File: src/bms_ram.sv
// Generic single-write, single-read synchronous RAM with registered read data.
module bms_ram #(
  parameter int WIDTH = 8,
  parameter int DEPTH = 256
) (
  input  logic                     clk,
  input  logic                     we,
  input  logic [$clog2(DEPTH)-1:0] waddr,
  input  logic [WIDTH-1:0]         wdata,
  input  logic [$clog2(DEPTH)-1:0] raddr,
  output logic [WIDTH-1:0]         rdata
);

  logic [WIDTH-1:0] mem [DEPTH];

  always_ff @(posedge clk) begin
    if (we) begin
      mem[waddr] <= wdata;
    end
    rdata <= mem[raddr];
  end

endmodule

File: config.mk
export PLATFORM = sky130hd
export DESIGN_NAME = bms_ram
export DESIGN_NICKNAME = d
export VERILOG_FILES = /design/src/bms_ram.sv
export SDC_FILE = /design/constraint.sdc
export NUM_CORES = 2
export LEC_CHECK = 0
export ABC_AREA = 1
export BUFFER_PORTS_ARGS = -buffer_cell sky130_fd_sc_hd__buf_2
export CAP_MARGIN = 10
export CELL_PAD_IN_SITES_DETAIL_PLACEMENT = 2
export CELL_PAD_IN_SITES_GLOBAL_PLACEMENT = 2
export CORE_ASPECT_RATIO = 2
export CORE_MARGIN = 2
export CORE_UTILIZATION = 40
export DETAILED_ROUTE_END_ITERATION = 10
export GPL_TIMING_DRIVEN = 0
export PLACE_DENSITY = 0.8
export SLEW_MARGIN = 0
export SYNTH_ARGS = -nofsm -noshare
export SYNTH_HDL_FRONTEND = slang
export SYNTH_SLANG_ARGS = --single-unit
File: constraint.sdc
create_clock -name clk -period 1.94 [get_ports clk]
set_input_delay 0.097 -clock clk [delete_from_list [all_inputs] [get_ports clk]]
set_output_delay 0.097 -clock clk [all_outputs]
set_load 0.01 [all_outputs]
==> flow_metrics.py <==
metrics = {
    "status": {
        "status": "complete, but fails checks",
        "violations": "negative hold slack, max-capacitance violations, max-slew violations, negative setup slack",
    },
    "synthesis": {
        "syn_avg_cell_area_um2": 11.9,
        "synth_area_um2": 83400,
        "yosys.cell_types.count": 14,
        "synthesis.instances": 7003,
        "ys.warnings.count": 0,
        "synthMuxAreaShare_pct": 0,
        "synth_top_family_by_area": "simple AND/OR/NAND/NOR gates",
        "synth-seq-cells": 2056,
        "synthAdderAreaFrac_pct": 0,
        "syn-num-nets": 7029,
        "yosysSeqAreaShare_pct": 73.9,
        "synth_xor_area_share_pct": 0,
        "synth_compound_area_share_pct": 0,
        "synth_simple_gate_area_share_pct": 22.9,
    },
    "drt": {
        "first_pass_iters": 8,
        "routedWlPerCell_um": 45.3,
        "viasPerCell": 6.61,
        "num_vias": 68000,
        "ant_nets": 0,
        "drc": 0,
        "drt_iter0_drc": 8653,
        "wl_um": 466000,
    },
    "worst_setup_path": {
        "worstSetupEndpointType": "register",
        "max_stage_delay_ps": 480,
        "cp_num_buf_inv": 4,
        "critPathSlowestCell": "buf_2",
        "cpMostUsedCell": "nand3_1",
        "critPathArrivalTime_ps": 3160,
        "cp-start-kind": "primary input",
        "path_class": "in -> reg",
        "critPathRequiredTime_ps": 2720,
        "path_cells": "buf_4 -> inv_2 -> buf_2 -> buf_4 -> nand3_1 -> nand3_1 -> nand3_1 -> nand3_1 -> nand3_1 -> nand3_2 -> nand2_4 -> nand2_1 -> nand2_1",
        "cpLargestDelayFamily": "simple AND/OR/NAND/NOR gates",
        "critPathMaxFanout": 11,
    },
    "global_route": {
        "first_global_vias": 72300,
        "antenna_found_initial": 42,
        "grt_max_degree": 139,
        "track_usage_pct": 43.7,
        "grt_pass1_wl_um": 622000,
        "overflow": 0,
    },
    "pwr": {
        "power.leakage_uw": 0.0337,
        "ir_drop_uv": 835,
        "powerDensity_nw_per_um2": 993,
    },
    "placement": {
        "io_buffers": 26,
        "routabilityCongestion": 1.02,
        "place_hpwl_um": 323000,
    },
    "sta": {
        "finalWorstSetupSlack_ps": -444,
        "fin_crit_ps": 2380,
        "maxSlewViolCount": 5,
        "finalCritPeriodShare_pct": 123,
        "holdWs_ps": -378,
        "rsz0062_at_grt": "yes",
        "clock_skew_ps": 43.5,
        "finalHoldViolations": 16,
        "fmax_mhz": 420,
        "setup-tns-final_ps": -27340,
        "setup_viol": 366,
        "worst_pin_slew_ps": 1540,
        "slew_headroom_pct": -2.99,
    },
    "floorplanning": {
        "die_area_um2": 212000,
        "initial_utilization_pct": 40.1,
        "dieHeight_um": 650,
        "ios": 34,
        "core_area_um2": 208000,
        "die_x_um": 327,
        "num_rows": 237,
    },
    "cts": {
        "cts.sinks": 2056,
        "cts_tree": "yes",
        "cts_hold_buf": 10,
        "cts_buffers": 187,
        "cts-root-buf": "clkbuf_16",
        "htreeDepth": 4,
        "max-clock-path-buffers": 4,
        "clock_latency_ps": 970,
        "path_clk_slew_ps": 60,
    },
    "layout": {
        "final_cell_mix": "2114 x nand2_1, 2048 x edfxtp_1, 1948 x nand3_1, 191 x clkbuf_16, 181 x buf_2",
        "layout_commonest_cell": "nand2_1",
        "drive_gt1_share_pct": 14.4,
        "synthToLayoutAreaGrowth_pct": 15.9,
        "utilization_pct": 46.5,
        "nNetsFinal": 7384,
    },
    "worst_hold_path": {
        "min_path_type": "in -> reg",
    },
    "job": {
        "cap_viol_max_count": 1,
    },
}
## timing repair
item                       in CTS  in global routing
hold endpoints to repair      683                  8
setup endpoints to repair     962                329
gates resized for setup       372                176
pin swaps                      24                  5
buffers inserted               20                  0
## cells in the mapped netlist
library cell | n | area share [%]
nand2_1 | 2123 | 9.6
edfxtp_1 | 2048 | 74
nand3_1 | 2019 | 12
nor2_1 | 283 | 1.3
buf_2 | 268 | 1.6
clkbuf_1 | 112 | 0.50
buf_4 | 46 | 0.41
buf_1 | 40 | 0.18
inv_1 | 36 | 0.16
buf_6 | 16 | 0.22
dfxtp_1 | 8 | 0.19
inv_2 | 2 | 0.0090
buf_8 | 1 | 0.018
inv_4 | 1 | 0.0075
## state kept, by name (all words and copies together), names as in the netlist
signal,flops
rdata,8
mem,2048
## report_power, final
part / switching [uW] / internal (uW)
Clock: 18100 / 20000
Sequential: 39.8 / 48900
Combinational: 7100 / 1700
Total: 25300 / 70600
## metrics by stage
step                worst slack (ps)  instance area (um2)  hold WS [ps]  cells  power [uW]
global route                    -332                96500          -376  10300       96600
CTS                             -190                95900          -366  10200       94700
detailed placement             -2130                88700           479   9878       57700
finish                          -444                96600          -378  10300       95900
floorplan                        352                83400           196   7003       53000
global placement               -3260                87000           491   9777       57300
## path summary, 6_finish.rpt
path / from / end / slack (ps) / cells after the start
setup / recovery: raddr[1] / rdata[5] / -440 / 13
hold / removal: raddr[7] / rdata[7] / -380 / 3
setup reg to reg: mem[105][5] / rdata[5] / -380 / 10
hold reg to reg: mem[147][7] / rdata[7] / 1180 / 10
## layout make-up
cell class	instances	area [um2]
Fill cell	20600	111000
Sequential cell	2056	61700
Multi-Input combinational cell	4425	20200
Clock buffer	226	4910
Tap cell	2748	3440
Buffer	483	3050
Timing Repair Buffer	166	2230
Clock inverter	105	890
Inverter	39	151
Antenna cell	42	105
## logic make-up (layout without fill, tap and decap cells)
family | Yosys count | after routing
DFF | 2056 | 2056
buffers and inverters | 522 | 1019
and+or+nand+nor | 4425 | 4425
other | 0 | 42
## worst reg2reg max path: cells and delay by family, from the launching register on
family	cells	cell delay (ps)
simple gates	10	1830
flops	1	380
## routing by layer
layer | global-route usage (%) | up-vias | share of wire, %
met5 | 0.801 | - | 0.053
met4 | 48.7 | 18 | 14
met3 | 14.3 | 2671 | 9.3
met2 | 71.0 | 5424 | 47
met1 | 40.7 | 34300 | 29
li1 | - | 25600 | -
No activity file was read; power rests on OpenSTA's default activity.
